**config.mk**
```make
export PLATFORM = sky130hd
export DESIGN_NAME = faa_cfg
export DESIGN_NICKNAME = d
export VERILOG_FILES = /design/src/hw/rtl/faa_pkg.sv /design/src/hw/rtl/faa_cfg.sv
export SDC_FILE = /design/constraint.sdc
export NUM_CORES = 1
export LEC_CHECK = 0
export BUFFER_PORTS_ARGS = -buffer_cell sky130_fd_sc_hd__buf_2
export CAP_MARGIN = 10
export CELL_PAD_IN_SITES_DETAIL_PLACEMENT = 0
export CELL_PAD_IN_SITES_GLOBAL_PLACEMENT = 1
export CORE_AREA = 2 2 103 75
export DETAILED_ROUTE_END_ITERATION = 10
export DIE_AREA = 0 0 105 77
export PLACE_DENSITY = 0.93
export SLEW_MARGIN = 0
export SYNTH_ARGS = -nofsm -noshare
export SYNTH_HDL_FRONTEND = slang
export SYNTH_SLANG_ARGS = --single-unit
```
**constraint.sdc**
```tcl
create_clock -name clk -period 1.85 [get_ports clk]
set_clock_uncertainty 0.2 [all_clocks]
set_input_delay 0 -clock clk [delete_from_list [all_inputs] [get_ports clk]]
set_output_delay 0 -clock clk [all_outputs]
set_load 0.01 [all_outputs]
```
**src/hw/rtl/faa_pkg.sv**
```systemverilog
// Shared types, constants and codes of the frame accumulate/average block.
package faa_pkg;

  // Default sizes of the sum store
  localparam int MAX_WIDTH_DEF  = 256;
  localparam int MAX_HEIGHT_DEF = 256;
  localparam int SUM_BITS_DEF   = 32;

  // Field widths of the channels
  localparam int MODE_W  = 2;
  localparam int COORD_W = 12;
  localparam int PIX_W   = 8;
  localparam int OUT_W   = 16;
  localparam int FC_W    = 16;
  localparam int WIN_W   = 9;

  // Configuration port
  localparam int PADDR_W = 5;
  localparam int PDATA_W = 32;
  localparam int RIDX_W  = 3;

  localparam logic [RIDX_W-1:0] REG_WINDOW_WIDTH  = 3'd0;
  localparam logic [RIDX_W-1:0] REG_WINDOW_HEIGHT = 3'd1;
  localparam logic [RIDX_W-1:0] REG_ROW_OFFSET    = 3'd2;
  localparam logic [RIDX_W-1:0] REG_FRAME_COUNT   = 3'd3;
  localparam logic [RIDX_W-1:0] REG_DEPTH_MODE    = 3'd4;

  // Register reset values
  localparam logic [WIN_W-1:0]   RST_WINDOW_WIDTH  = 9'd256;
  localparam logic [WIN_W-1:0]   RST_WINDOW_HEIGHT = 9'd256;
  localparam logic [COORD_W-1:0] RST_ROW_OFFSET    = 12'd0;
  localparam logic [FC_W-1:0]    RST_FRAME_COUNT   = 16'd1;

  // Output saturation limits
  localparam logic [OUT_W-1:0] BYTE_MAX = 16'd255;
  localparam logic [OUT_W-1:0] WORD_MAX = 16'hFFFF;

  // Operation codes of the mode field
  typedef enum logic [MODE_W-1:0] {
    MODE_ACC   = 2'd0,
    MODE_READ  = 2'd1,
    MODE_CLEAR = 2'd2
  } faa_mode_t;

  typedef struct packed {
    logic [WIN_W-1:0]   window_width;
    logic [WIN_W-1:0]   window_height;
    logic [COORD_W-1:0] row_offset;
    logic [FC_W-1:0]    frame_count;
    logic               depth_mode;
  } faa_cfg_t;

  typedef enum logic [2:0] {
    ST_CLEAR,
    ST_IDLE,
    ST_DECODE,
    ST_ACC_WR,
    ST_RD_DATA,
    ST_DIV,
    ST_EMIT
  } faa_state_t;

  // Controller to datapath
  typedef struct packed {
    logic load_in;
    logic rd_en;
    logic acc_wr;
    logic clr_start;
    logic clr_step;
    logic div_start;
    logic div_wb;
    logic res_zero;
    logic res_mem16;
    logic emit;
  } faa_cmd_t;

  // Datapath to controller
  typedef struct packed {
    logic [MODE_W-1:0] mode;
    logic              acc_win;
    logic              rd_win;
    logic              depth16;
    logic              div_done;
    logic              clr_last;
    logic              out_free;
  } faa_stat_t;

endpackage

```
**src/hw/rtl/faa_cfg.sv**
```systemverilog
// APB-style configuration register file.
module faa_cfg import faa_pkg::*; (
  input  logic               clk,
  input  logic               rst,
  input  logic               psel,
  input  logic               penable,
  input  logic               pwrite,
  input  logic [PADDR_W-1:0] paddr,
  input  logic [PDATA_W-1:0] pwdata,
  output logic [PDATA_W-1:0] prdata,
  output logic               pready,
  output faa_cfg_t           cfg
);

  logic [RIDX_W-1:0] ridx;
  logic              wr_en;

  assign pready = 1'b1;
  assign ridx   = paddr[PADDR_W-1:2];
  assign wr_en  = psel && penable && pwrite;

  // Register writes
  always_ff @(posedge clk) begin
    if (rst) begin
      cfg.window_width  <= RST_WINDOW_WIDTH;
      cfg.window_height <= RST_WINDOW_HEIGHT;
      cfg.row_offset    <= RST_ROW_OFFSET;
      cfg.frame_count   <= RST_FRAME_COUNT;
      cfg.depth_mode    <= 1'b0;
    end else if (wr_en) begin
      case (ridx)
        REG_WINDOW_WIDTH:  cfg.window_width  <= pwdata[WIN_W-1:0];
        REG_WINDOW_HEIGHT: cfg.window_height <= pwdata[WIN_W-1:0];
        REG_ROW_OFFSET:    cfg.row_offset    <= pwdata[COORD_W-1:0];
        REG_FRAME_COUNT:   cfg.frame_count   <= pwdata[FC_W-1:0];
        REG_DEPTH_MODE:    cfg.depth_mode    <= pwdata[0];
        default: ;
      endcase
    end
  end

  // Read mux
  always_comb begin
    case (ridx)
      REG_WINDOW_WIDTH:  prdata = PDATA_W'(cfg.window_width);
      REG_WINDOW_HEIGHT: prdata = PDATA_W'(cfg.window_height);
      REG_ROW_OFFSET:    prdata = PDATA_W'(cfg.row_offset);
      REG_FRAME_COUNT:   prdata = PDATA_W'(cfg.frame_count);
      REG_DEPTH_MODE:    prdata = PDATA_W'(cfg.depth_mode);
      default:           prdata = '0;
    endcase
  end

endmodule

```
Word-level counts from Yosys, hierarchy flattened --
Index checks and enable logic that the tools add are counted.
Cells by class: eq/ne operators 4, muxes and demuxes 1, reductions and logical operators 8
Operators with widths (count):
- one-hot mux 16 bit (5 select lines) | 1
- AND reduction 2 bit | 5
- == test 3 x 2 -> 1 bit (second input constant) | 2
- == test 3 x 1 -> 1 bit (second input constant) | 1
- == test 3 bit (second input constant) | 1
- logical NOT 3 bit | 1
- logical AND 1 bit | 2
Storage, ports and cells: bits in registers 47, input port bits 42, word-level logic and storage cells 18

Longest topological paths before layout --
depth after elaboration 3, mapped depth 5, mapped depth without buffers 3

Worst setup path before layout --
No wires, ideal clock.
path kind reg-to-output, start register cfg[18] (netlist bit), end output prdata[1], data arrival time 967 ps, data required time 1650 ps, slack 683 ps, stages on the path, launching flop included 3, path through dfxtp_1 -> mux4_1 -> nor2b_1
Between the ends: cells in the longest elaborated chain, start to end 1
Ends and longest elaborated chain:
- start: declaration | RTL line faa_cfg.sv:12 | output faa_cfg_t cfg
- one-hot mux 16 bit (5 select lines) | RTL line faa_cfg.sv:44 | case (ridx)
- end: declaration | RTL line faa_cfg.sv:10 | output logic [PDATA_W-1:0] prdata,
Every way passes these cells.

Final worst setup path --
start input paddr[4], end register cfg[23] (netlist bit)
Between the ends: cells in the longest elaborated chain, start to end 2
Ends and longest elaborated chain:
- start: declaration | RTL line faa_cfg.sv:8 | input logic [PADDR_W-1:0] paddr,
- == test 3 x 2 -> 1 bit | RTL line faa_cfg.sv:31 | case (ridx)
- AND reduction 2 bit (no source line)
Every way passes these cells. A chain may end at the register's enable or synchronous reset.

==> results.py <==
metrics = {
    "status": {
        "run_status": "complete, no violations",
    },
    "placement": {
        "gp_congestion": 0.7393,
        "dp_hpwl_um": 4617,
        "dp.cells": 426,
        "io_buffers": 86,
    },
    "route": {
        "route.detailed.drc": 0,
        "routedWlPerCell_um": 14.78,
        "wl_met2_um": 3137,
        "ant_nets": 0,
        "wl_met3_um": 318,
        "vias": 2103,
        "drt_iter0_markers": 69,
        "drt-met1-wl_um": 3221,
        "routed_wl_um": 6696,
        "dr.pass1.iters": 5,
        "top_layer_used": "met4",
        "via_per_inst": 4.642,
    },
    "floorplanning": {
        "pin_count": 122,
        "core-area_um2": 7092,
        "start_util_pct": 35.30,
        "die_width_um": 105,
        "die_h_um": 77,
        "die_area_um2": 8085,
        "placementRows": 26,
    },
    "power": {
        "powerDensity_nw_per_um2": 622.3,
        "vdd_drop_max_mv": 0.3167,
        "p_leak_nw": 1.652,
    },
    "global_route": {
        "grt_max_degree": 44,
        "grt_pass1_wl_um": 11060,
        "grt_overflow": 0,
        "grt_pass1_vias": 2158,
        "antenna_found_initial": 0,
        "grt_use_total_pct": 17.20,
    },
    "timing": {
        "slew_headroom_pct": 63.73,
        "min_period_ns": 1.776,
        "hold_violations": 0,
        "worst_pin_slew_ns": 0.5441,
        "hold_ws_ns": 0.01245,
        "setup_viol": 0,
        "fmax_mhz": 563.2,
        "drv_slew": 0,
        "min_period_over_period_pct": 95.98,
        "setup_tns_ns": 0,
        "rsz0062_at_grt": "false",
    },
    "clock_network": {
        "clock_path_buffers": 2,
        "cts_tree": "done",
        "ctsRootBufferMaster": "clkbuf_8",
        "cts_buffers": 5,
        "post_cts_buffers": 0,
        "cts_sinks": 47,
        "insertion_delay_ns": 0.28,
        "ctsHtreeMaxLevel": 2,
        "clkTransAtPathRegs_ns": 0.08,
    },
    "synth": {
        "synth_ff_type": "dfxtp_1",
        "yosysSeqAreaShare_pct": 37.58,
        "synth_edf_count": 0,
        "netlist_area_um2": 2504,
        "synthArstFlopShare_pct": 0,
        "syn_avg_cell_area_um2": 9.818,
        "synth.distinct_cells": 31,
        "synth_warnings": 0,
        "ys_seq_elements": 47,
        "netlist_instances": 255,
    },
    "worst_setup_path": {
        "worstPathMaxFanout": 9,
        "worstPathArrival_ns": 1.79,
        "reg2regPathDepth": 3,
        "worst_path_dominant_cell_family": "buffers and inverters",
        "r2r_slack_ns": 0.90,
        "required_ns": 1.86,
        "reg2reg_from": "cfg[22]",
        "crit_type": "in -> reg",
        "start_kind": "primary input",
        "crit_path_end_kind": "flip-flop",
        "reg2reg_to": "cfg[22]",
        "critPathLaunch": "paddr[4]",
        "path_buf_inv": 3,
        "slowest_delay_ns": 0.53,
        "cpMaxStageDelayCell": "dlygate4sd3_1",
        "crit_chain": "dlygate4sd3_1 -> buf_2 -> and4b_1 -> nand3_1 -> buf_4 -> o21ai_0",
    },
    "cells_and_area": {
        "nets": 396,
        "final_common_cell": "buf_2",
        "layout_common_cells": "buf_2, nand2b_1, dfxtp_1",
        "nFillCells": 707,
        "instances_no_fill": 453,
        "registers.top_by_ff_count": "cfg",
        "reg_top3": "cfg x47",
        "drive_gt1_share_pct": 31.55,
        "largest_reg_flops": 47,
        "diodes": 0,
        "area_growth_pct": 30.13,
    },
    "flow_run": {
        "drv_cap": 0,
    },
    "worst_hold_path": {
        "timing.hold.worst.class": "in -> reg",
        "min_to": "cfg[0]",
        "whs_path_depth": 4,
        "worst_hold_startpoint": "psel",
    },
}
[worst max-delay path by stage]
stage | end | slack, ns | cells past startpoint
after global placement | prdata[6] | 0.31 | 4
final | cfg[23] | 0.07 | 6
after floorplan | prdata[1] | 0.68 | 2
after global routing | cfg[17] | 0.03 | 6
after CTS | cfg[23] | 0.07 | 6
after detailed placement | cfg[28] | 0.23 | 4
[Yosys cell counts (3+ instances only)]
library cell,n,share of area [%]
nand3_1,3,0.60
mux4_2,6,5.4
and3_1,5,1.2
nor2b_1,20,5.0
o21ai_0,23,4.6
nor2_1,9,1.3
dfxtp_1,47,38
buf_2,3,0.60
mux2i_1,38,15
nand2b_1,50,12
clkbuf_1,10,1.5
buf_4,18,5.4
[layout make-up]
cell class,count,area [um2],area share (%)
Clock buffer,6,82.58,2.535
Clock inverter,2,35.03,1.075
Inverter,1,3.754,0.1152
Multi-Input combinational cell,186,1380,42.36
Sequential cell,47,940.9,28.88
Tap cell,98,122.6,3.763
Timing Repair Buffer,113,693.2,21.27
[logic make-up after synthesis]
family | after synthesis | share of synthesized area (%)
multiplexers | 47 | 23.14
AND/OR/NAND/NOR | 95 | 23.84
buffers and inverters | 37 | 9.545
other | 2 | 0.3000
flip-flops | 47 | 37.58
AO/OA/AOI/OAI | 27 | 5.597
[through the flow]
step	cell area (um2)	worst slack [ns]	util [%]	total power [mW]
final	3258	0.07442	45.94	2.028
after floorplan	2560	0.6833	-	1.200
after global placement	2950	0.3100	41.60	1.241
after CTS	3258	0.07273	45.94	2.059
after detailed placement	2950	0.2261	41.60	1.245
after global routing	3258	0.02515	45.94	2.137
[what timing repair did]
| item | 4_1_cts | 5_1_grt |
|---|---|---|
| hold buffers | 19 | 0 |
| endpoints found under the setup margin | 0 | 0 |
| endpoints found under the hold margin | 47 | 0 |
| resized for setup | 0 | 0 |
[tightest hold or removal path: stages]
cell and delay, ns:
buf_2 0.12, and3_1 0.17, nand3_1 0.09, mux2i_1 0.07
[layer usage]
metal | vias up | global-route usage (%)
li1 | 1026 | -
met1 | 1018 | 23.51
met2 | 57 | 28.31
met3 | 2 | 4.252
met4 | 0 | 2.133
met5 | - | 0
[report_power, final]
group	leakage, nW	switching [mW]	internal [mW]
sequential	0.379	0.00556	1.02
combinational	1.21	0.122	0.106
clock	0.0612	0.338	0.438
total	1.65	0.466	1.56
Power figures use the tool's default switching activity.
