File: src/hw/rtl/faa_pkg.sv
// Shared types, constants and codes of the frame accumulate/average block.
package faa_pkg;

  // Default sizes of the sum store
  localparam int MAX_WIDTH_DEF  = 256;
  localparam int MAX_HEIGHT_DEF = 256;
  localparam int SUM_BITS_DEF   = 32;

  // Field widths of the channels
  localparam int MODE_W  = 2;
  localparam int COORD_W = 12;
  localparam int PIX_W   = 8;
  localparam int OUT_W   = 16;
  localparam int FC_W    = 16;
  localparam int WIN_W   = 9;

  // Configuration port
  localparam int PADDR_W = 5;
  localparam int PDATA_W = 32;
  localparam int RIDX_W  = 3;

  localparam logic [RIDX_W-1:0] REG_WINDOW_WIDTH  = 3'd0;
  localparam logic [RIDX_W-1:0] REG_WINDOW_HEIGHT = 3'd1;
  localparam logic [RIDX_W-1:0] REG_ROW_OFFSET    = 3'd2;
  localparam logic [RIDX_W-1:0] REG_FRAME_COUNT   = 3'd3;
  localparam logic [RIDX_W-1:0] REG_DEPTH_MODE    = 3'd4;

  // Register reset values
  localparam logic [WIN_W-1:0]   RST_WINDOW_WIDTH  = 9'd256;
  localparam logic [WIN_W-1:0]   RST_WINDOW_HEIGHT = 9'd256;
  localparam logic [COORD_W-1:0] RST_ROW_OFFSET    = 12'd0;
  localparam logic [FC_W-1:0]    RST_FRAME_COUNT   = 16'd1;

  // Output saturation limits
  localparam logic [OUT_W-1:0] BYTE_MAX = 16'd255;
  localparam logic [OUT_W-1:0] WORD_MAX = 16'hFFFF;

  // Operation codes of the mode field
  typedef enum logic [MODE_W-1:0] {
    MODE_ACC   = 2'd0,
    MODE_READ  = 2'd1,
    MODE_CLEAR = 2'd2
  } faa_mode_t;

  typedef struct packed {
    logic [WIN_W-1:0]   window_width;
    logic [WIN_W-1:0]   window_height;
    logic [COORD_W-1:0] row_offset;
    logic [FC_W-1:0]    frame_count;
    logic               depth_mode;
  } faa_cfg_t;

  typedef enum logic [2:0] {
    ST_CLEAR,
    ST_IDLE,
    ST_DECODE,
    ST_ACC_WR,
    ST_RD_DATA,
    ST_DIV,
    ST_EMIT
  } faa_state_t;

  // Controller to datapath
  typedef struct packed {
    logic load_in;
    logic rd_en;
    logic acc_wr;
    logic clr_start;
    logic clr_step;
    logic div_start;
    logic div_wb;
    logic res_zero;
    logic res_mem16;
    logic emit;
  } faa_cmd_t;

  // Datapath to controller
  typedef struct packed {
    logic [MODE_W-1:0] mode;
    logic              acc_win;
    logic              rd_win;
    logic              depth16;
    logic              div_done;
    logic              clr_last;
    logic              out_free;
  } faa_stat_t;

endpackage

File: src/hw/rtl/faa_ctrl.sv
// Controller state machine: sequences accumulate, readout and clear.
module faa_ctrl import faa_pkg::*; (
  input  logic      clk,
  input  logic      rst,
  input  logic      in_valid,
  output logic      in_ready,
  input  faa_stat_t stat,
  output faa_cmd_t  cmd
);

  faa_state_t state, state_next;

  // State register; reset starts the clearing sweep
  always_ff @(posedge clk) begin
    if (rst) state <= ST_CLEAR;
    else     state <= state_next;
  end

  // Next state and commands
  always_comb begin
    state_next = state;
    cmd        = '0;
    in_ready   = 1'b0;
    case (state)
      ST_CLEAR: begin
        cmd.clr_step = 1'b1;
        if (stat.clr_last) state_next = ST_IDLE;
      end
      ST_IDLE: begin
        in_ready = 1'b1;
        if (in_valid) begin
          cmd.load_in = 1'b1;
          state_next  = ST_DECODE;
        end
      end
      ST_DECODE: begin
        case (stat.mode)
          MODE_ACC: begin
            if (stat.acc_win) begin
              cmd.rd_en  = 1'b1;
              state_next = ST_ACC_WR;
            end else begin
              state_next = ST_IDLE;
            end
          end
          MODE_READ: begin
            if (stat.rd_win) begin
              cmd.rd_en  = 1'b1;
              state_next = ST_RD_DATA;
            end else begin
              cmd.res_zero = 1'b1;
              state_next   = ST_EMIT;
            end
          end
          MODE_CLEAR: begin
            cmd.clr_start = 1'b1;
            state_next    = ST_CLEAR;
          end
          default: state_next = ST_IDLE;
        endcase
      end
      ST_ACC_WR: begin
        cmd.acc_wr = 1'b1;
        state_next = ST_IDLE;
      end
      ST_RD_DATA: begin
        if (stat.depth16) begin
          cmd.res_mem16 = 1'b1;
          state_next    = ST_EMIT;
        end else begin
          cmd.div_start = 1'b1;
          state_next    = ST_DIV;
        end
      end
      ST_DIV: begin
        if (stat.div_done) begin
          cmd.div_wb = 1'b1;
          state_next = ST_EMIT;
        end
      end
      ST_EMIT: begin
        if (stat.out_free) begin
          cmd.emit   = 1'b1;
          state_next = ST_IDLE;
        end
      end
      default: state_next = ST_IDLE;
    endcase
  end

endmodule

File: config.mk
export PLATFORM = sky130hd
export DESIGN_NAME = faa_ctrl
export DESIGN_NICKNAME = d
export VERILOG_FILES = /design/src/hw/rtl/faa_pkg.sv /design/src/hw/rtl/faa_ctrl.sv
export SDC_FILE = /design/constraint.sdc
export NUM_CORES = 1
export LEC_CHECK = 0
export BUFFER_PORTS_ARGS = -buffer_cell sky130_fd_sc_hd__buf_2
export CORE_AREA = 3 3 40 42
export DETAILED_ROUTE_END_ITERATION = 8
export DIE_AREA = 0 0 43 45
export GPL_TIMING_DRIVEN = 0
export PLACE_DENSITY_LB_ADDON = 0.3
export SETUP_SLACK_MARGIN = 0.5
export SYNTH_ARGS = -nofsm -noshare
export SYNTH_HDL_FRONTEND = slang
export SYNTH_SLANG_ARGS = --single-unit
File: constraint.sdc
create_clock -name clk -period 1.2 [get_ports clk]
set_input_delay 0.06 -clock clk [delete_from_list [all_inputs] [get_ports clk]]
set_output_delay 0.06 -clock clk [all_outputs]
set_load 0.01 [all_outputs]
After elaboration in Yosys (flattened, before gate mapping)
Index checks and enable logic that the tools add are counted.
{"block": "classes", "eq_ne": 12, "n_mux": 31, "n_reduce_logical": 3}
{"op": "2-to-1 mux 1 bit", "count": 21}
{"op": "case mux 3 bit (6 select lines)", "count": 1}
{"op": "2-to-1 mux 3 bit", "count": 4}
{"op": "equality test 3 bit (second input constant)", "count": 3}
{"op": "case mux 3 bit (3 select lines)", "count": 1}
{"op": "!= test 2 bit (second input constant)", "count": 4}
{"op": "equality test 3 x 2 -> 1 bit (second input constant)", "count": 2}
{"op": "2-to-1 mux 2 bit", "count": 3}
{"op": "AND reduction 4 bit", "count": 1}
{"op": "equality test 3 x 1 -> 1 bit (second input constant)", "count": 1}
{"op": "zero test 3 bit", "count": 1}
{"op": "equality test 2 x 1 -> 1 bit (second input constant)", "count": 1}
{"op": "equality test 2 bit (second input constant)", "count": 1}
{"op": "zero test 2 bit", "count": 1}
{"op": "case mux 1 bit (2 select lines)", "count": 1}
{"block": "word_totals", "out_inout_bits": 11, "regBits": 3, "inputBits": 11}

Depth between registers and ports, before layout
Gate-level depths: netlist (run 1).
{"block": "depth", "word_depth": 3, "mapped_depth": 6}

Worst setup path after synthesis (run 1)
OpenSTA, ideal clock, no wires.
{"block": "synth_path", "path_kind": "register to register", "startpoint": "reg state[0]", "endpoint": "reg state[0]", "setup_time_ns": 0.125, "path_stages_with_launch": 6, "synth_period_minus_slack_ns": 1.183, "t_arrival_ns": 1.058, "n_path_buf": 1, "path_slack_ns": 0.017, "required_ns": 1.075, "path_cell_list": "dfxtp_1 > buf_4 > nor3b_2 > nand2_1 > a31oi_1 > a211oi_2"}
{"block": "synth_via", "elab_chain_cells": 3}
{"item": "start: declaration", "line_no": "faa_ctrl.sv:11", "source": "faa_state_t state, state_next;"}
{"item": "start signal: assignment", "line_no": "faa_ctrl.sv:16", "source": "else state <= state_next;"}
{"item": "equality test 3 bit (tied with other cells)", "line_no": "faa_ctrl.sv:24", "source": "case (state)"}
{"item": "!= test 2 bit (no line)"}
{"item": "AND reduction 4 bit (no line)"}
Several ways; a longest one is shown, not always the timed one.
A chain may end at the register's enable or synchronous reset.

==> summary.md, run 1 <==
| Metric | Value |
|---|---|
| Post-Syn Area | `399 µm²` |
| Area occupied by multi-input gates | `385 µm²` |
| Clock power frac | `38.9%` |
| Starting Density | `31.1%` |
| Clock Pin Slew Worst Setup and Hold Paths | `40 ps` |
| Seq pwr share | `23.9%` |
| Maximum VDD drop | `321 µV` |
| Initial DRC Count | `14` |
| Post-Synth XOR/XNOR Area | `0%` |
| IO Count | `22` |
| IO Port Bufs | `21` |
| Leak Pwr | `0.359 nW` |
| Max Slew Vio Count | `0` |
| Antenna Nets Post-Route | `0` |
| Setup violators final | `7` |
| Switching share of power | `29.9%` |
| Post-synthesis mux area share | `2.82%` |
| Hold path start | `rst` |
| Final cell count without fillers | `102` |
| Die Area | `0.00194 mm²` |
| Rel. slew slack | `75.5%` |
| Unrepaired setup endpoints after global routing | `yes` |
| Ys Warns | `0` |
| Worst Hold Class | `in2reg` |
| Crit path kind | `reg2out` |
| Complex-gate fraction of the synthesized area | `24.8%` |
| DRC viols | `0` |
| Arr. time, crit path | `1210 ps` |
| Clock skew | `0.466 ps` |
| Crit path max fanout | `5` |
| Share of cells above drive strength 1 | `72.4%` |
| Fin. Hold Viols | `0` |
| Synth Register Bits | `3` |
| Grt total ovfl | `0` |
| Post-synth cell types | `28` |
| Final WL | `1350 µm` |
| Status | `complete, but fails checks` |
| Final instance area | `778 µm²` |
| Synthesized instance count | `50` |
| Worst EP required | `1140 ps` |
| R2r setup slk | `-30 ps` |
| GPL Wtd Cong | `0.712` |
| Top_reg_cell synth | `dfxtp_1` |
| Slew at the pin closest to its max-slew limit | `364 ps` |
| First-pass GRT wire length | `2060 µm` |
| Sequential cell area | `66.3 µm²` |
| N_diodes | `0` |
| CP Capture Type | `primary output` |
| CTS tree | `done` |
| Dpl hpwl | `807 µm` |
| Syn nets | `65` |
| Crit path launch type | `flop` |
| Internal | `0.315 mW` |
| Leading registers by flop count | `state: 3 flops` |
| Cts bufs inserted | `3` |
| Crit. Startpoint | `state[0]` |
| CTS root buf | `clkbuf_4` |
| Power per cell area | `578 mW/mm²` |
| Vias in the first global route | `474` |
| Antenna violations before repair | `0` |
| Tcrit/Tclk final | `106%` |
| Max FFs per register | `3` |
| Max Freq | `0.785 GHz` |
| Via-to-Cell Ratio | `5.10` |
| Post-Synth Simple-Gate Area | `35.7%` |
| Reg2reg end | `state[1]` |
| Largest net degree at the start of global routing | `8` |
| Clk buf depth | `2` |
| Psw | `0.135 mW` |
| Synthesis-to-layout area growth | `95.0%` |
| Post-synthesis area per instance | `7.98 µm²` |
| Total Routing Usage GR | `13.9%` |
| Die Y | `45 µm` |
| Routed WL per cell | `13.2 µm` |
| Clock Sinks | `3` |
| Hold-fix buffers, CTS | `0` |
| Yosys top cell by area | `dfxtp_1` |
| H-tree depth | `1` |
| Clock insertion delay at the later pin of the skew report | `230 ps` |
| Fin crit period | `1270 ps` |
| Fillers | `118` |
| Post-synth ARST share | `0%` |
| Top cell type's share of synthesized area | `15.0%` |
| EDFF count, synth | `0` |
| Critical path destination | `cmd[6]` |
| Die Wd | `43 µm` |
| Top post-synthesis cells by count | `4 x ha_1, 4 x nand2_1` |
| Logic pwr share | `37.2%` |
| Drt pass-1 iters | `4` |
| Max Cap Viol | `0` |
| Reg-to-Reg Start | `state[0]` |
| Largest family of logic cells by synthesized area | `simple AND/OR/NAND/NOR gates` |
| Site Rows | `13` |
| Placed insts | `86` |
| Worst Slack Setup Final | `-74.1 ps` |
| Fin Hold WS | `35.2 ps` |
| Worst reg2reg path depth | `7` |
| Nets@finish | `103` |
| Post-Place Cell Area | `569 µm²` |
| Pre-CTS setup slack | `-78.7 ps` |
| Post-Synth Adder-Cell Area | `12.5%` |
| CORE AREA | `0.00128 mm²` |
| Sequential fraction of the synthesis area | `15.0%` |
| Largest cells by area after synthesis | `dfxtp_1 15%, ha_1 13%, nor3b_2 9.4%` |
| Largest reg by FF count | `state` |
| Failing checks | `negative setup slack` |
| Vias | `520` |
==> power groups by stage <==
stage | Clock [mW] | Combinational [mW] | Sequential, mW
after floorplan | 0 | 0.0770 | 0.110
after global placement | 0 | 0.122 | 0.111
after detailed placement | 0 | 0.123 | 0.111
after CTS | 0.184 | 0.149 | 0.108
after global routing | 0.195 | 0.180 | 0.108
final | 0.175 | 0.167 | 0.108
==> critical path, cell delays in order (launching register included) <==
cell and delay (ps):
dfxtp_2 320, buf_6 130, nor3b_4 250, and2_4 190
buf_6 90
==> what timing repair did <==
| action | CTS | global route |
|---|---|---|
| gates resized for setup | 12 | 8 |
| setup buffers | 8 | 4 |
| pin swaps | 10 | 7 |
| endpoints found under the hold margin | 0 | 0 |
| cloned | 0 | 0 |
| endpoints found under the setup margin | 14 | 14 |
==> routing by layer <==
| metal | global-route usage (%) | wire length, µm | vias up | part of all wire [%] |
|---|---|---|---|---|
| met4 | 3.61 | 0 | 0 | 0 |
| met5 | 0 | 0 | - | 0 |
| met1 | 16.3 | 525 | 247 | 39 |
| met3 | 3.98 | 82 | 0 | 6.1 |
| li1 | - | - | 251 | - |
| met2 | 24.9 | 742 | 22 | 55 |
==> cells in the final DEF (no fill, tap or decap), drive strengths merged, types with 2 or more instances in the layout <==
cell / n
dfxtp: 3
inv: 3
clkbuf: 4
nand2: 5
and2: 2
and3: 2
buf: 36
nor3b: 5
nor2: 3
a22oi: 2
a211oi: 3
o21ai: 4
ha: 4
==> through the flow <==
step / power [mW] / setup TNS, ps / utilization, %
CTS: 0.440 / -284 / 55.6
global placement: 0.232 / -93.2 / 44.3
floorplan: 0.187 / 0 / -
global route: 0.484 / -811 / 60.6
finish: 0.450 / -312 / 60.6
detailed placement: 0.234 / -115 / 44.3
==> area by class of cell <==
cell class,instances,share of cell area (%)
clock buffers,4,3.38
well taps,15,2.41
repair buffers,33,29.7
flip-flops and latches,3,8.52
plain buffers,3,4.34
inverters,4,2.09
multi-input cells,40,49.5
==> logic make-up after synthesis <==
kind of cell    Yosys count
fa+ha+maj                 4
compound gates           13
simple gates             22
buf+inv                   7
flops                     3
mux                       1
==> worst min path at each step <==
stage | endpoint | slack, ps | cells after the start
final | state[1] | 40 | 2
after floorplan | state[0] | 130 | 1
after detailed placement | state[1] | 280 | 2
after CTS | state[1] | 30 | 2
after global placement | state[1] | 280 | 2
after global routing | state[1] | 40 | 2
(Power assumes the default switching activity.)
==> run 2: changes to the inputs <==
--- a/config.mk
+++ b/config.mk
@@ -7,7 +7,9 @@
 export LEC_CHECK = 0
 export BUFFER_PORTS_ARGS = -buffer_cell sky130_fd_sc_hd__buf_2
-export CORE_AREA = 3 3 40 42
+export CELL_PAD_IN_SITES_DETAIL_PLACEMENT = 0
+export CELL_PAD_IN_SITES_GLOBAL_PLACEMENT = 1
+export CORE_MARGIN = 3
+export CORE_UTILIZATION = 25
 export DETAILED_ROUTE_END_ITERATION = 8
-export DIE_AREA = 0 0 43 45
 export GPL_TIMING_DRIVEN = 0
 export PLACE_DENSITY_LB_ADDON = 0.3
==> constraint.sdc (replaced) <==
create_clock -name clk -period 1.2 [get_ports clk]
set_input_delay 0.18 -clock clk [delete_from_list [all_inputs] [get_ports clk]]
set_output_delay 0.18 -clock clk [all_outputs]
set_load 0.01 [all_outputs]
==> summary.md, run 2 (synthesized netlist as in run 1, its figures left out) <==
| Metric | Value |
|---|---|
| Hold path start | `rst` |
| Worst EP required | `1020 ps` |
| Synthesis-to-layout area growth | `106%` |
| CP Capture Type | `primary output` |
| Setup violators final | `13` |
| IO Count | `22` |
| Rel. slew slack | `84.2%` |
| Final cell count without fillers | `103` |
| CTS tree | `done` |
| Initial DRC Count | `7` |
| Commonest non-fill, non-tap cell in the layout | `buf_2` |
| Hold-fix buffers, CTS | `0` |
| Die Y | `46.0 µm` |
| IO Port Bufs | `21` |
| Clk buf depth | `2` |
| Clock Pin Slew Worst Setup and Hold Paths | `40 ps` |
| Worst Slack Setup Final | `-160 ps` |
| Unrepaired setup endpoints after global routing | `yes` |
| Crit path max fanout | `5` |
| Die Area | `0.00211 mm²` |
| Reg2reg end | `state[0]` |
| Share of cells above drive strength 1 | `77.3%` |
| Hold EP | `state[1]` |
| Slew at the pin closest to its max-slew limit | `234 ps` |
| First-pass GRT wire length | `2100 µm` |
| Placed insts | `86` |
| Leading registers by flop count | `state: 3 flops` |
| Vias in the first global route | `497` |
| Max Slew Vio Count | `0` |
| Drt pass-1 iters | `4` |
| H-tree depth | `1` |
| Final instance area | `822 µm²` |
| Logic pwr share | `39.8%` |
| Largest reg by FF count | `state` |
| Switching share of power | `30.0%` |
| Maximum VDD drop | `532 µV` |
| Seq pwr share | `23.3%` |
| Clock power frac | `36.9%` |
| GPL Wtd Cong | `0.633` |
| Worst Hold Class | `in2reg` |
| Final WL | `1250 µm` |
| Failing checks | `negative setup slack` |
| Antenna violations before repair | `0` |
| Dpl hpwl | `866 µm` |
| Grt total ovfl | `0` |
| Max Cap Viol | `0` |
| Fin Hold WS | `160 ps` |
| Routed WL per cell | `12.1 µm` |
| Total Routing Usage GR | `13.3%` |
| Clock insertion delay at the later pin of the skew report | `230 ps` |
| Status | `complete, but fails checks` |
| Tcrit/Tclk final | `113%` |
| Post-Route Utilization | `58.8%` |
| R2r setup slk | `-30 ps` |
| Clock Sinks | `3` |
| Starting Density | `28.5%` |
| Reg-to-Reg Start | `state[1]` |
| Arr. time, crit path | `1180 ps` |
| Fin. Hold Viols | `0` |
| DRC viols | `0` |
| Max FFs per register | `3` |
| Worst reg2reg path depth | `6` |
| Hold depth | `2` |
| Vias | `506` |
| Power per cell area | `568 mW/mm²` |
| N_diodes | `0` |
| Die Wd | `46.0 µm` |
| CORE AREA | `0.00140 mm²` |
| Post-route setup TNS | `-1090 ps` |
| Internal | `0.327 mW` |
| Antenna Nets Post-Route | `0` |
| Cts bufs inserted | `3` |
| Clock skew | `4.26 ps` |
| Leak Pwr | `0.377 nW` |
| Crit path launch type | `flop` |
| Post-Place Cell Area | `599 µm²` |
| Fin crit period | `1360 ps` |
| Nets@finish | `104` |
| Max Freq | `0.735 GHz` |
| Crit path kind | `reg2out` |
| Via-to-Cell Ratio | `4.91` |
| Largest net degree at the start of global routing | `8` |
| Site Rows | `13` |
| Psw | `0.140 mW` |
| CTS root buf | `clkbuf_4` |
| Leading cell types in the layout, fill and taps excluded | `17 x buf_2, 10 x buf_6, 10 x buf_4` |
run 2: timing repair:
action | 4_1_cts | 5_1_grt
setup buffers | 12 | 1
pin swaps | 10 | 2
hold endpoints to repair | 0 | 0
resized for setup | 18 | 3
endpoints found under the setup margin | 14 | 14
cloned | 0 | 0
run 2: how the worst max path moves through the flow:
stage / from / to / slack [ps] / depth (start not counted)
global route: state[1] / cmd[9] / -230 / 5
detailed placement: stat[7] / state[1] / -130 / 7
finish: state[1] / cmd[4] / -160 / 3
CTS: state[2] / cmd[6] / -150 / 4
floorplan: state[1] / state[0] / 70 / 5
global placement: stat[7] / state[1] / -130 / 7
run 2: power groups by stage:
stage                     registers [mW]  logic (mW)  clock network [mW]
after floorplan                    0.110      0.0830                   0
after CTS                          0.108       0.178               0.174
after detailed placement           0.111       0.134                   0
after global routing               0.109       0.202               0.190
after global placement             0.110       0.134                   0
final                              0.109       0.186               0.173
run 2: cell type report:
type | instances | area (µm²)
multi-input combinational | 40 | 408
buffer | 3 | 33.8
sequential | 3 | 63.8
fill | 118 | 577
tap | 15 | 18.8
clock buffer | 4 | 26.3
timing repair buffer | 34 | 239
inverter | 4 | 32.5
run 2: layer usage:
metal,up-vias,part of all wire (%),GRT usage [%]
met5,-,0,0
met4,0,0,5.11
met3,0,4.1,0
met2,11,54,24.5
met1,236,42,16.2
li1,259,-,-
run 2: metrics by stage:
stage                     power (mW)  setup WS (ps)
after global routing           0.501           -233
after detailed placement       0.245           -130
final                          0.467           -160
after CTS                      0.460           -152
after global placement         0.244           -133
after floorplan                0.193           68.0
run 2: worst max-delay path: stages (launching register included):
cell and delay (ps):
dfxtp_2 340, and2b_2 250, nor3b_4 210, buf_2 160
==> run 3: changes to the inputs <==
Settings changed: CORE_UTILIZATION 25 to 30.
Clock period 1.2 ns to 1.6 ns, I/O delays scaled along.
==> summary.md, run 3 (synthesized netlist as in run 1, its figures left out) <==
| Metric | Value |
|---|---|
| Max Freq | `0.687 GHz` |
| Max FFs per register | `3` |
| Clock Sinks | `3` |
| H-tree depth | `1` |
| Total Power | `0.360 mW` |
| CORE AREA | `0.00117 mm²` |
| Clock Pin Slew Worst Setup and Hold Paths | `40 ps` |
| Antenna Nets Post-Route | `0` |
| Worst EP required | `1360 ps` |
| Total Routing Usage GR | `16.1%` |
| GPL Wtd Cong | `0.689` |
| Post-Place Cell Area | `573 µm²` |
| Fillers | `96` |
| Crit. Startpoint | `state[2]` |
| Max Cap Viol | `0` |
| CP Capture Type | `primary output` |
| Reg-to-Reg Start | `state[1]` |
| Slew at the pin closest to its max-slew limit | `242 ps` |
| Cts bufs inserted | `3` |
| Largest net degree at the start of global routing | `8` |
| Crit path max fanout | `6` |
| Leading registers by flop count | `state: 3 flops` |
| Power per cell area | `439 mW/mm²` |
| Post-Route Utilization | `70.0%` |
| Status | `complete, no violations` |
| Tcrit/Tclk final | `91.0%` |
| Crit path launch type | `flop` |
| Synthesis-to-layout area growth | `105%` |
| Worst reg2reg path depth | `6` |
| Vias in the first global route | `508` |
| Maximum VDD drop | `165 µV` |
| Commonest non-fill, non-tap cell in the layout | `buf_2` |
| Grt total ovfl | `0` |
| Hold depth | `2` |
| Rel. slew slack | `83.7%` |
| Max Slew Vio Count | `0` |
| IO Count | `22` |
| Clock insertion delay at the later pin of the skew report | `240 ps` |
| Routed WL per cell | `14.1 µm` |
| CTS root buf | `clkbuf_4` |
| Reg2reg end | `state[0]` |
| Post-route setup TNS | `0 ps` |
| Antenna violations before repair | `0` |
| Share of cells above drive strength 1 | `70.7%` |
| Vias | `559` |
| Drt pass-1 iters | `5` |
| Final instance area | `820 µm²` |
| Worst Slack Setup Final | `144 ps` |
| Leak Pwr | `0.389 nW` |
| N_diodes | `0` |
| Die Area | `0.00180 mm²` |
| Hold-fix buffers, CTS | `0` |
| Crit path kind | `reg2out` |
| Setup violators final | `0` |
| Clk buf depth | `2` |
| Pre-CTS setup slack | `199 ps` |
| Via-to-Cell Ratio | `5.27` |
| CTS tree | `done` |
| IO Port Bufs | `21` |
| Arr. time, crit path | `1220 ps` |
| Leading cell types in the layout, fill and taps excluded | `19 x buf_2, 14 x buf_4, 8 x buf_6` |
| Placed insts | `85` |
| R2r setup slk | `290 ps` |
| Fin crit period | `1460 ps` |
| Starting Density | `34.1%` |
| Site Rows | `12` |
| First-pass GRT wire length | `2210 µm` |
| Unrepaired setup endpoints after global routing | `yes` |
| Worst Hold Class | `in2reg` |
| Die Y | `42.5 µm` |
| Hold path start | `rst` |
| Fin. Hold Viols | `0` |
| DRC viols | `0` |
| Final WL | `1490 µm` |
| Nets@finish | `108` |
| Clock skew | `4.87 ps` |
| Dpl hpwl | `814 µm` |
| Initial DRC Count | `18` |
| Final cell count without fillers | `106` |
| Largest reg by FF count | `state` |
| Fin Hold WS | `208 ps` |
| Hold EP | `state[2]` |
| Die Wd | `42.5 µm` |
[run 3: how the worst max path moves through the flow]
stage / endpoint / slack (ps) / cells after the start
2_1_floorplan: state[1] / 470 / 6
3_3_place_gp: state[1] / 200 / 7
3_5_place_dp: state[1] / 200 / 7
4_1_cts: cmd[6] / 160 / 4
5_1_grt: cmd[6] / 80 / 4
6_report: cmd[2] / 140 / 4
[run 3: routing by layer]
layer	vias up	track usage (%)	wire, µm
met5	-	0	0
met4	0	9.32	39
met3	9	1.72	76
met2	29	27.4	760
met1	255	19.1	617
li1	266	-	-
[run 3: what timing repair did]
item	CTS	global route
setup buffers	12	5
resized for setup	12	9
pin swaps	11	4
endpoints found under the hold margin	0	0
endpoints found under the setup margin	13	13
[run 3: worst max-delay path, stage by stage (launching register included)]
cell and delay, ps:
dfxtp_2 330, buf_6 140, nor3b_4 220, and2_1 160, buf_2 120
[run 3: final cells by class]
class / count / area (µm²) / area share [%]
plain buffers: 3 / 33.8 / 4.12
clock buffers: 4 / 26.3 / 3.21
inverters: 4 / 32.5 / 3.97
multi-input cells: 40 / 387 / 47.2
flip-flops and latches: 3 / 66.3 / 8.09
well taps: 14 / 17.5 / 2.14
repair buffers: 38 / 256 / 31.3
[run 3: where the power goes]
part           total (mW)  switching, mW  internal [mW]  leakage [nW]
registers          0.0802        0.00262         0.0776        0.0260
logic               0.143         0.0680         0.0752         0.348
clock network       0.136         0.0424         0.0936        0.0150
total               0.360          0.113          0.246         0.389
